===== src/rtl/cnls_pkg.sv =====
// Shared types and constants of the C numeric literal scanner.
package cnls_pkg;

  localparam int unsigned PhaseW  = 4;
  localparam int unsigned StatusW = 2;
  localparam int unsigned QueueDepth = 2;

  // Scan phase codes.
  localparam logic [PhaseW-1:0] PhIdle     = 4'd0;
  localparam logic [PhaseW-1:0] PhInt      = 4'd1;
  localparam logic [PhaseW-1:0] PhFrac     = 4'd2;
  localparam logic [PhaseW-1:0] PhExpSign  = 4'd3;
  localparam logic [PhaseW-1:0] PhExpFirst = 4'd4;
  localparam logic [PhaseW-1:0] PhExpDig   = 4'd5;
  localparam logic [PhaseW-1:0] PhU        = 4'd6;
  localparam logic [PhaseW-1:0] PhUl       = 4'd7;
  localparam logic [PhaseW-1:0] PhL        = 4'd8;
  localparam logic [PhaseW-1:0] PhLl       = 4'd9;
  localparam logic [PhaseW-1:0] PhDone     = 4'd10;

  // Token status codes.
  localparam logic [StatusW-1:0] StOk      = 2'd0;
  localparam logic [StatusW-1:0] StInvalid = 2'd1;
  localparam logic [StatusW-1:0] StNoExp   = 2'd2;

  // Character codes.
  localparam logic [7:0] CharP     = 8'h70;
  localparam logic [7:0] CharE     = 8'h65;
  localparam logic [7:0] CharU     = 8'h75;
  localparam logic [7:0] CharLLow  = 8'h6C;
  localparam logic [7:0] CharLUp   = 8'h4C;
  localparam logic [7:0] CharPlus  = 8'h2B;
  localparam logic [7:0] CharMinus = 8'h2D;
  localparam logic [7:0] CharF     = 8'h66;
  localparam logic [7:0] CharDot   = 8'h2E;

  // Classified character, as queued between the front and the back.
  typedef struct packed {
    logic start;
    logic radix_hex;
    logic dec;
    logic hex_alpha;
    logic u;
    logic l_lo;
    logic l_up;
    logic e;
    logic p;
    logic f;
    logic dot;
    logic sign;
  } char_class_t;

endpackage


===== src/rtl/cnls_if.sv =====
// Valid/ready channel interfaces for the scanner's input and result beats.
interface cnls_in_if;
  logic       valid;
  logic       ready;
  logic [7:0] char_code;
  logic       start_req;
  logic       radix_hex;
  logic       end_of_text;

  modport source (output valid, char_code, start_req, radix_hex, end_of_text,
                  input ready);
  modport sink (input valid, char_code, start_req, radix_hex, end_of_text,
                output ready);
endinterface

interface cnls_out_if;
  logic                           valid;
  logic                           ready;
  logic                           taken;
  logic                           token_end;
  logic [cnls_pkg::StatusW-1:0]   status;

  modport source (output valid, taken, token_end, status, input ready);
  modport sink (input valid, taken, token_end, status, output ready);
endinterface


===== src/rtl/cnls_front.sv =====
// Front end: accepts input beats and classifies each character.
module cnls_front (
  cnls_in_if.sink                 in_i,
  input  logic                    full_i,
  output logic                    push_o,
  output cnls_pkg::char_class_t   class_o
);

  logic [7:0] c;
  logic [7:0] lc;

  // End of text reads as a zero byte, which matches no class.
  assign c  = in_i.end_of_text ? 8'h00 : in_i.char_code;
  assign lc = (c >= 8'h41 && c <= 8'h5A) ? (c + 8'h20) : c;

  assign in_i.ready = !full_i;
  assign push_o     = in_i.valid && !full_i;

  always_comb begin
    class_o.start     = in_i.start_req;
    class_o.radix_hex = in_i.radix_hex;
    class_o.dec       = (c >= 8'h30) && (c <= 8'h39);
    class_o.hex_alpha = (lc >= 8'h61) && (lc <= cnls_pkg::CharF);
    class_o.u         = (lc == cnls_pkg::CharU);
    class_o.l_lo      = (c == cnls_pkg::CharLLow);
    class_o.l_up      = (c == cnls_pkg::CharLUp);
    class_o.e         = (lc == cnls_pkg::CharE);
    class_o.p         = (lc == cnls_pkg::CharP);
    class_o.f         = (lc == cnls_pkg::CharF);
    class_o.dot       = (c == cnls_pkg::CharDot);
    class_o.sign      = (c == cnls_pkg::CharPlus) || (c == cnls_pkg::CharMinus);
  end

endmodule


===== src/rtl/cnls_queue.sv =====
// Short queue of classified characters between the front and the back.
module cnls_queue (
  input  logic                   clk_i,
  input  logic                   rst_ni,
  input  logic                   push_i,
  input  cnls_pkg::char_class_t  push_data_i,
  output logic                   full_o,
  input  logic                   pop_i,
  output logic                   not_empty_o,
  output cnls_pkg::char_class_t  pop_data_i_o
);

  localparam int unsigned Depth = cnls_pkg::QueueDepth;
  localparam int unsigned PtrW  = (Depth > 1) ? $clog2(Depth) : 1;
  localparam int unsigned CntW  = $clog2(Depth + 1);

  cnls_pkg::char_class_t entry_q [Depth];
  logic [PtrW-1:0] wr_ptr_q, wr_ptr_d;
  logic [PtrW-1:0] rd_ptr_q, rd_ptr_d;
  logic [CntW-1:0] count_q, count_d;

  assign full_o       = (count_q == CntW'(Depth));
  assign not_empty_o  = (count_q != '0);
  assign pop_data_i_o = entry_q[rd_ptr_q];

  always_comb begin
    wr_ptr_d = wr_ptr_q;
    rd_ptr_d = rd_ptr_q;
    count_d  = count_q;
    if (push_i) begin
      wr_ptr_d = (wr_ptr_q == PtrW'(Depth - 1)) ? '0 : wr_ptr_q + 1'b1;
    end
    if (pop_i) begin
      rd_ptr_d = (rd_ptr_q == PtrW'(Depth - 1)) ? '0 : rd_ptr_q + 1'b1;
    end
    if (push_i && !pop_i) begin
      count_d = count_q + 1'b1;
    end else if (pop_i && !push_i) begin
      count_d = count_q - 1'b1;
    end
  end

  always_ff @(posedge clk_i or negedge rst_ni) begin
    if (!rst_ni) begin
      wr_ptr_q <= '0;
      rd_ptr_q <= '0;
      count_q  <= '0;
    end else begin
      wr_ptr_q <= wr_ptr_d;
      rd_ptr_q <= rd_ptr_d;
      count_q  <= count_d;
    end
  end

  always_ff @(posedge clk_i) begin
    if (push_i) begin
      entry_q[wr_ptr_q] <= push_data_i;
    end
  end

endmodule


===== src/rtl/cnls_back.sv =====
// Back end: token state machine and registered result beat.
module cnls_back (
  input  logic                   clk_i,
  input  logic                   rst_ni,
  input  logic                   avail_i,
  input  cnls_pkg::char_class_t  class_i,
  output logic                   pop_o,
  cnls_out_if.source             out_o
);

  logic [cnls_pkg::PhaseW-1:0]  phase_q, phase_d, ph;
  logic                         hex_q, hex_d, hex;
  logic                         seen_q, seen_d, seen;
  logic                         upper_q, upper_d, upper;
  logic                         out_valid_q;
  logic                         taken_q, taken_d;
  logic                         end_q, end_d;
  logic [cnls_pkg::StatusW-1:0] status_q, status_d;
  logic                         mant, is_l, exp_hit, l_same, fl;

  assign pop_o = avail_i && (!out_valid_q || out_o.ready);

  always_comb begin
    // A start beat discards any open token.
    ph    = class_i.start ? cnls_pkg::PhInt : phase_q;
    hex   = class_i.start ? class_i.radix_hex : hex_q;
    seen  = class_i.start ? 1'b0 : seen_q;
    upper = class_i.start ? 1'b0 : upper_q;

    mant    = hex ? (class_i.dec || class_i.hex_alpha) : class_i.dec;
    is_l    = class_i.l_lo || class_i.l_up;
    exp_hit = hex ? class_i.p : class_i.e;
    l_same  = upper ? class_i.l_up : class_i.l_lo;
    fl      = class_i.f || is_l;

    phase_d  = ph;
    hex_d    = hex;
    seen_d   = seen;
    upper_d  = upper;
    taken_d  = 1'b0;
    end_d    = 1'b0;
    status_d = cnls_pkg::StOk;

    unique case (ph)
      cnls_pkg::PhInt: begin
        if (mant) begin
          taken_d = 1'b1;
          seen_d  = 1'b1;
        end else if (class_i.u || is_l) begin
          if (!seen) begin
            end_d    = 1'b1;
            status_d = cnls_pkg::StInvalid;
          end else if (class_i.u) begin
            taken_d = 1'b1;
            phase_d = cnls_pkg::PhU;
          end else begin
            taken_d = 1'b1;
            upper_d = class_i.l_up;
            phase_d = cnls_pkg::PhL;
          end
        end else if (exp_hit) begin
          if (seen) begin
            taken_d = 1'b1;
            phase_d = cnls_pkg::PhExpSign;
          end else begin
            end_d    = 1'b1;
            status_d = cnls_pkg::StInvalid;
          end
        end else if (class_i.dot) begin
          taken_d = 1'b1;
          phase_d = cnls_pkg::PhFrac;
        end else begin
          end_d = 1'b1;
        end
      end
      cnls_pkg::PhFrac: begin
        if (mant) begin
          taken_d = 1'b1;
          seen_d  = 1'b1;
        end else if (!seen) begin
          end_d    = 1'b1;
          status_d = cnls_pkg::StInvalid;
        end else if (exp_hit) begin
          taken_d = 1'b1;
          phase_d = cnls_pkg::PhExpSign;
        end else if (hex) begin
          // A hexadecimal fraction needs its exponent.
          end_d    = 1'b1;
          status_d = cnls_pkg::StInvalid;
        end else if (fl) begin
          taken_d = 1'b1;
          phase_d = cnls_pkg::PhDone;
        end else begin
          end_d = 1'b1;
        end
      end
      cnls_pkg::PhExpSign: begin
        if (class_i.sign) begin
          taken_d = 1'b1;
          phase_d = cnls_pkg::PhExpFirst;
        end else if (class_i.dec) begin
          taken_d = 1'b1;
          phase_d = cnls_pkg::PhExpDig;
        end else begin
          end_d    = 1'b1;
          status_d = cnls_pkg::StNoExp;
        end
      end
      cnls_pkg::PhExpFirst: begin
        if (class_i.dec) begin
          taken_d = 1'b1;
          phase_d = cnls_pkg::PhExpDig;
        end else begin
          end_d    = 1'b1;
          status_d = cnls_pkg::StNoExp;
        end
      end
      cnls_pkg::PhExpDig: begin
        if (class_i.dec) begin
          taken_d = 1'b1;
        end else if (fl) begin
          taken_d = 1'b1;
          phase_d = cnls_pkg::PhDone;
        end else begin
          end_d = 1'b1;
        end
      end
      cnls_pkg::PhU: begin
        if (is_l) begin
          taken_d = 1'b1;
          upper_d = class_i.l_up;
          phase_d = cnls_pkg::PhUl;
        end else begin
          end_d = 1'b1;
        end
      end
      cnls_pkg::PhUl: begin
        if (l_same) begin
          taken_d = 1'b1;
          phase_d = cnls_pkg::PhDone;
        end else begin
          end_d = 1'b1;
        end
      end
      cnls_pkg::PhL: begin
        if (l_same) begin
          taken_d = 1'b1;
          phase_d = cnls_pkg::PhLl;
        end else if (class_i.u) begin
          taken_d = 1'b1;
          phase_d = cnls_pkg::PhDone;
        end else begin
          end_d = 1'b1;
        end
      end
      cnls_pkg::PhLl: begin
        if (class_i.u) begin
          taken_d = 1'b1;
          phase_d = cnls_pkg::PhDone;
        end else begin
          end_d = 1'b1;
        end
      end
      cnls_pkg::PhDone: begin
        end_d = 1'b1;
      end
      default: begin
        phase_d = cnls_pkg::PhIdle;
      end
    endcase

    if (end_d) begin
      phase_d = cnls_pkg::PhIdle;
    end
  end

  always_ff @(posedge clk_i or negedge rst_ni) begin
    if (!rst_ni) begin
      phase_q     <= cnls_pkg::PhIdle;
      hex_q       <= 1'b0;
      seen_q      <= 1'b0;
      upper_q     <= 1'b0;
      out_valid_q <= 1'b0;
    end else begin
      if (pop_o) begin
        phase_q <= phase_d;
        hex_q   <= hex_d;
        seen_q  <= seen_d;
        upper_q <= upper_d;
      end
      if (pop_o) begin
        out_valid_q <= 1'b1;
      end else if (out_o.ready) begin
        out_valid_q <= 1'b0;
      end
    end
  end

  always_ff @(posedge clk_i) begin
    if (pop_o) begin
      taken_q  <= taken_d;
      end_q    <= end_d;
      status_q <= status_d;
    end
  end

  assign out_o.valid     = out_valid_q;
  assign out_o.taken     = taken_q;
  assign out_o.token_end = end_q;
  assign out_o.status    = status_q;

endmodule


===== src/rtl/c_number_literal_scanner.sv =====
// Top level of the C numeric literal scanner.
//
// The block judges a C numeric literal one character per beat. Each beat on
// in_i carries a character byte with its start, radix and end-of-text flags;
// each beat on out_o carries one result: whether the character was taken
// into the number, whether the token ended just before it, and the status
// with which it ended. Both channels are valid/ready, a beat moving on a
// rising edge where both are high. Exactly one result beat leaves for each
// input beat, in order.
//
// A result is shown on out_o once its character has passed through the queue of
// classified characters and the state machine has loaded its output register.
// With the receiver ready, one beat is taken and one delivered in every cycle.
// When the receiver stalls, the output register holds its beat, the two-entry
// queue fills, and in_i.ready falls once it is full.
//
// Reset clears the token state to idle, empties the queue and drops
// out_o.valid; in_i.ready is high in the first cycle after reset.
module c_number_literal_scanner (
  input  logic        clk_i,
  input  logic        rst_ni,
  cnls_in_if.sink     in_i,
  cnls_out_if.source  out_o
);

  logic                  push;
  logic                  full;
  logic                  pop;
  logic                  not_empty;
  cnls_pkg::char_class_t push_class;
  cnls_pkg::char_class_t pop_class;

  // The front only classifies the byte; all token state lives in the back,
  // so a character can be classified before the previous one is judged.
  cnls_front u_front (
    .in_i    (in_i),
    .full_i  (full),
    .push_o  (push),
    .class_o (push_class)
  );

  // The queue lets the front keep accepting while the back waits on a
  // stalled receiver.
  cnls_queue u_queue (
    .clk_i        (clk_i),
    .rst_ni       (rst_ni),
    .push_i       (push),
    .push_data_i  (push_class),
    .full_o       (full),
    .pop_i        (pop),
    .not_empty_o  (not_empty),
    .pop_data_i_o (pop_class)
  );

  // The back advances the token state once per popped character and loads
  // the result into its output register.
  cnls_back u_back (
    .clk_i   (clk_i),
    .rst_ni  (rst_ni),
    .avail_i (not_empty),
    .class_i (pop_class),
    .pop_o   (pop),
    .out_o   (out_o)
  );

endmodule


===== src/flat_wrapper.sv =====
// flat-port wrapper written by rule: the top's interface ports become plain ports
module c_number_literal_scanner_flat 
  (clk_i, rst_ni, in_i_valid, in_i_char_code, in_i_start_req, in_i_radix_hex, in_i_end_of_text, in_i_ready, out_o_valid, out_o_taken, out_o_token_end, out_o_status, out_o_ready);
  cnls_in_if in_i_i ();
  cnls_out_if out_o_i ();
  input  logic clk_i;
  input  logic rst_ni;
  input wire logic [$bits(in_i_i.valid)-1:0] in_i_valid;
  input wire logic [$bits(in_i_i.char_code)-1:0] in_i_char_code;
  input wire logic [$bits(in_i_i.start_req)-1:0] in_i_start_req;
  input wire logic [$bits(in_i_i.radix_hex)-1:0] in_i_radix_hex;
  input wire logic [$bits(in_i_i.end_of_text)-1:0] in_i_end_of_text;
  output wire logic [$bits(in_i_i.ready)-1:0] in_i_ready;
  output wire logic [$bits(out_o_i.valid)-1:0] out_o_valid;
  output wire logic [$bits(out_o_i.taken)-1:0] out_o_taken;
  output wire logic [$bits(out_o_i.token_end)-1:0] out_o_token_end;
  output wire logic [$bits(out_o_i.status)-1:0] out_o_status;
  input wire logic [$bits(out_o_i.ready)-1:0] out_o_ready;
  assign in_i_i.valid = in_i_valid;
  assign in_i_i.char_code = in_i_char_code;
  assign in_i_i.start_req = in_i_start_req;
  assign in_i_i.radix_hex = in_i_radix_hex;
  assign in_i_i.end_of_text = in_i_end_of_text;
  assign in_i_ready = in_i_i.ready;
  assign out_o_valid = out_o_i.valid;
  assign out_o_taken = out_o_i.taken;
  assign out_o_token_end = out_o_i.token_end;
  assign out_o_status = out_o_i.status;
  assign out_o_i.ready = out_o_ready;
  c_number_literal_scanner u_core (.clk_i(clk_i), .rst_ni(rst_ni), .in_i(in_i_i), .out_o(out_o_i));
endmodule

===== config.mk =====
export PLATFORM = sky130hd
export DESIGN_NAME = c_number_literal_scanner_flat
export DESIGN_NICKNAME = d
export VERILOG_FILES = /design/src/rtl/cnls_pkg.sv /design/src/rtl/cnls_if.sv /design/src/rtl/cnls_front.sv /design/src/rtl/cnls_queue.sv /design/src/rtl/cnls_back.sv /design/src/rtl/c_number_literal_scanner.sv /design/src/flat_wrapper.sv
export SDC_FILE = /design/constraint.sdc
export NUM_CORES = 1
export LEC_CHECK = 0
export BUFFER_PORTS_ARGS = -buffer_cell sky130_fd_sc_hd__buf_2
export CELL_PAD_IN_SITES_DETAIL_PLACEMENT = 1
export CELL_PAD_IN_SITES_GLOBAL_PLACEMENT = 2
export CORE_MARGIN = 3
export CORE_UTILIZATION = 38
export CTS_CLUSTER_SIZE = 12
export DETAILED_ROUTE_END_ITERATION = 12
export PLACE_DENSITY_LB_ADDON = 0.1
export SETUP_SLACK_MARGIN = 0.4
export SYNTH_ARGS = -nofsm -noshare
export SYNTH_HDL_FRONTEND = slang
export SYNTH_SLANG_ARGS = --single-unit

===== constraint.sdc =====
create_clock -name clk_i -period 2.88 [get_ports clk_i]
set_input_delay 0.576 -clock clk_i [delete_from_list [all_inputs] [get_ports clk_i]]
set_output_delay 0.576 -clock clk_i [all_outputs]
set_load 0.01 [all_outputs]

==> impl_metrics.csv <==
group,metric,value,unit
clocking,clkSlewWorstSetupHoldPaths,0.09,ns
clocking,cts_hold_buf,0,
setup_path,timing.rr.start,"u_core.u_queue.rd_ptr_q",
placed_design,port_buffers,20,
setup_path,crit_start,"u_core.u_queue.rd_ptr_q",
floorplanning,rows,30,
logic_synthesis,ys.flop_type,"edfxtp_1",
timing,slew_headroom,62.72,%
global_routing,grt_pass1_vias,2183,
cells_and_area,final.fill_count,807,
setup_path,path_class,"register to register",
clocking,cts_sinks,40,
route,via_count,2219,
timing,whs,0.1538,ns
timing,setup_viol,0,
logic_synthesis,ys_async_sr_fraction,30.00,%
route,drtIter0Drc,187,
cells_and_area,antennaDiodeCount,0,
floorplanning,ios,21,
logic_synthesis,ys_seq_area_share,42.46,%
cells_and_area,drive_above_1_share,20.59,%
logic_synthesis,synthTopCellsByArea,"edfxtp_1 (31%), dfrtp_1 (11%), nor2_1 (3.9%)",
floorplanning,die_h,90.10,um
cells_and_area,nets,323,
clocking,cts_root_buf,"clkbuf_8",
clocking,clockBufferDepth,2,
route,drt_first_pass_iters,4,
setup_path,cp.required,3.10,ns
clocking,cts_tree,"built",
clocking,cts_made_buffers,5,
clocking,worstSkewPairLatency,0.30,ns
timing,setup_tns,0,ns
placed_design,gp_congestion,0.8652,
placed_design,dpl.hpwl,5513,um
logic_synthesis,synth.distinct_cells,61,
cells_and_area,final_cells,402,
hold_path,hold_class,"primary input to asynchronous set/reset pin",
logic_synthesis,synth_nets,299,
logic_synthesis,syn_area,2688,um^2
route,drc_errors,0,
floorplanning,core_area,6832,um^2
timing,worst_pin_slew,0.5451,ns
logic_synthesis,synth-edff-count,28,
setup_path,critPathCaptureType,"register",
power_and_ir_drop,p_total,2.934,mW
logic_synthesis,yosysTopAreaCell,"edfxtp_1",
timing,max_freq,0.4165,GHz
setup_path,cp-start-kind,"register",
route,avgViaCountPerCell,5.520,
logic_synthesis,avgSynthCellArea,9.564,um^2
setup_path,r2r_slack,0.48,ns
floorplanning,initial_core_util,39.34,%
logic_synthesis,ys_warn_count,0,
cells_and_area,areaGrowthSynthToFinish,13.73,%
logic_synthesis,synth.top_cell.area_share,31.28,%
floorplanning,die_w,90.10,um
global_routing,grt.overflow.total,0,
placed_design,dp_cells,392,
timing,setup_slack,0.4792,ns
power_and_ir_drop,p_leak,1.112,nW
logic_synthesis,syn_inst,281,
global_routing,met1_usage,24.40,%
route,routed_wirelength,7041,um
power_and_ir_drop,power_density,960.0,nW/um^2
route,ant_nets,0,
setup_path,r2r-end,"u_core.u_back.phase_q[2]",
global_routing,grt_max_degree,19,
global_routing,use_met2,27.44,%
global_routing,grt_usage,17.33,%
placed_design,dpl_worst_slack,0.2203,ns
timing,hold_viol_final,0,
timing,finClkSkew,0.01444,ns
setup_path,worstPathMaxFanout,7,
timing,period_share,83.36,%
outcome,status,"finished, final reports clean",
global_routing,antenna_found_initial,0,
power_and_ir_drop,ir_drop,0.0004833,V
global_routing,grt_pass1_wl,11260,um
timing,min_period,2.401,ns
timing,rsz0062_at_grt,"false",
run,cap_violations,0,
floorplanning,dieArea,8118,um^2
global_routing,globalRouteMet3Util,2.678,%
route,avgRoutedWirePerCell,17.51,um
global_routing,grt-busiest-layer,"met2",
clocking,h-tree-depth,2,
timing,final_max_slew_viol_count,0,
logic_synthesis,ys_ff_latch,40,
setup_path,crit_arrival,2.62,ns
setup_path,reg2regPathDepth,7,
## layout make-up
type                       count  area (um^2)  share of cell area, %
inverter                       7        26.28                 0.8596
multi-input combinational    218         1454                  47.56
tap                           96        120.1                  3.930
sequential                    40         1144                  37.41
timing repair buffer          33        197.7                  6.467
clock buffer                   5        68.82                  2.251
clock inverter                 3        46.29                  1.515
## cells in the final DEF (no fill, tap or decap), types with 5 or more instances in the layout
| cell type | Yosys | final |
|---|---|---|
| a21oi_1 | 16 | 16 |
| buf_2 | 5 | 20 |
| buf_4 | 3 | 13 |
| clkbuf_8 | 0 | 5 |
| dfrtp_1 | 12 | 10 |
| edfxtp_1 | 28 | 28 |
| inv_1 | 7 | 7 |
| mux2i_1 | 10 | 9 |
| nand2_1 | 21 | 21 |
| nand2b_1 | 11 | 11 |
| nand3_1 | 10 | 10 |
| nor2_1 | 28 | 28 |
| nor2b_1 | 11 | 11 |
| nor3_1 | 14 | 14 |
| o21ai_0 | 14 | 14 |
## critical path: stages (launching register included)
cell and delay (ns):
dfrtp_2 0.47, or3_4 0.44, o22a_2 0.27, a21oi_4 0.17
mux2i_1 0.25, nand4_1 0.24, or2_4 0.33, a32oi_1 0.17
## layer usage
layer | part of all wire (%) | vias to the layer above
met3 | 2.2 | 9
li1 | - | 1095
met5 | 0 | -
met1 | 51 | 1083
met2 | 46 | 32
met4 | 1.6 | 0
## worst max-delay path by stage
stage,cells after the start,to
2_1_floorplan,7,u_core.u_queue.entry_q[0][2]
3_3_place_gp,8,u_core.u_queue.entry_q[0][2]
3_5_place_dp,8,u_core.u_queue.entry_q[1][2]
4_1_cts,7,u_core.u_back.phase_q[1]
5_1_grt,7,u_core.u_back.phase_q[1]
6_report,7,u_core.u_back.phase_q[2]
## sequential cells by signal, summed over array words and instances, names as in the netlist
| name | flops |
|---|---|
| u_core.u_queue.entry_q | 24 |
| u_core.u_back.phase_q | 4 |
| u_core.u_back.out_o.status | 2 |
| u_core.u_queue.count_q | 2 |
| u_core.u_back.hex_q | 1 |
| u_core.u_back.out_o.taken | 1 |
| u_core.u_back.out_o.token_end | 1 |
| u_core.u_back.out_o.valid | 1 |
| u_core.u_back.seen_q | 1 |
| u_core.u_back.upper_q | 1 |
| u_core.u_queue.rd_ptr_q | 1 |
| u_core.u_queue.wr_ptr_q | 1 |
## repair_timing
action,CTS,global route
hold endpoints to repair,0,0
pin swaps,0,1
buffers inserted,0,2
resized for setup,1,7
endpoints found under the setup margin,5,6
## cell usage after synthesis, types with 5 or more instances
cell type	number
edfxtp_1	28
nor2_1	28
nand2_1	21
a21oi_1	16
nor3_1	14
o21ai_0	14
dfrtp_1	12
nand2b_1	11
nor2b_1	11
mux2i_1	10
nand3_1	10
inv_1	7
clkbuf_1	6
buf_2	5
## cell families after synthesis
| logic type | after synthesis | synth area share (%) |
|---|---|---|
| AOI/OAI and AO/OA | 66 | 16.81 |
| xor gates and xnor gates | 6 | 1.955 |
| DFF | 40 | 42.46 |
| buffers and inverters | 23 | 4.423 |
| and+or+nand+nor | 126 | 25.37 |
| adders and majority gates | 3 | 1.397 |
| muxes | 17 | 7.588 |
## stage by stage
step	area [um^2]	util, %
after CTS	3014	44.12
final	3057	44.74
after global routing	3057	44.74
after floorplan	2688	-
after detailed placement	2898	42.42
after global placement	2898	42.42
## power by group
part	internal (mW)	leakage [nW]	switching (mW)
registers	0.821	0.415	0.155
clock network	0.261	0.0548	0.222
logic	0.618	0.642	0.857
No activity file was read; power rests on OpenSTA's default activity.
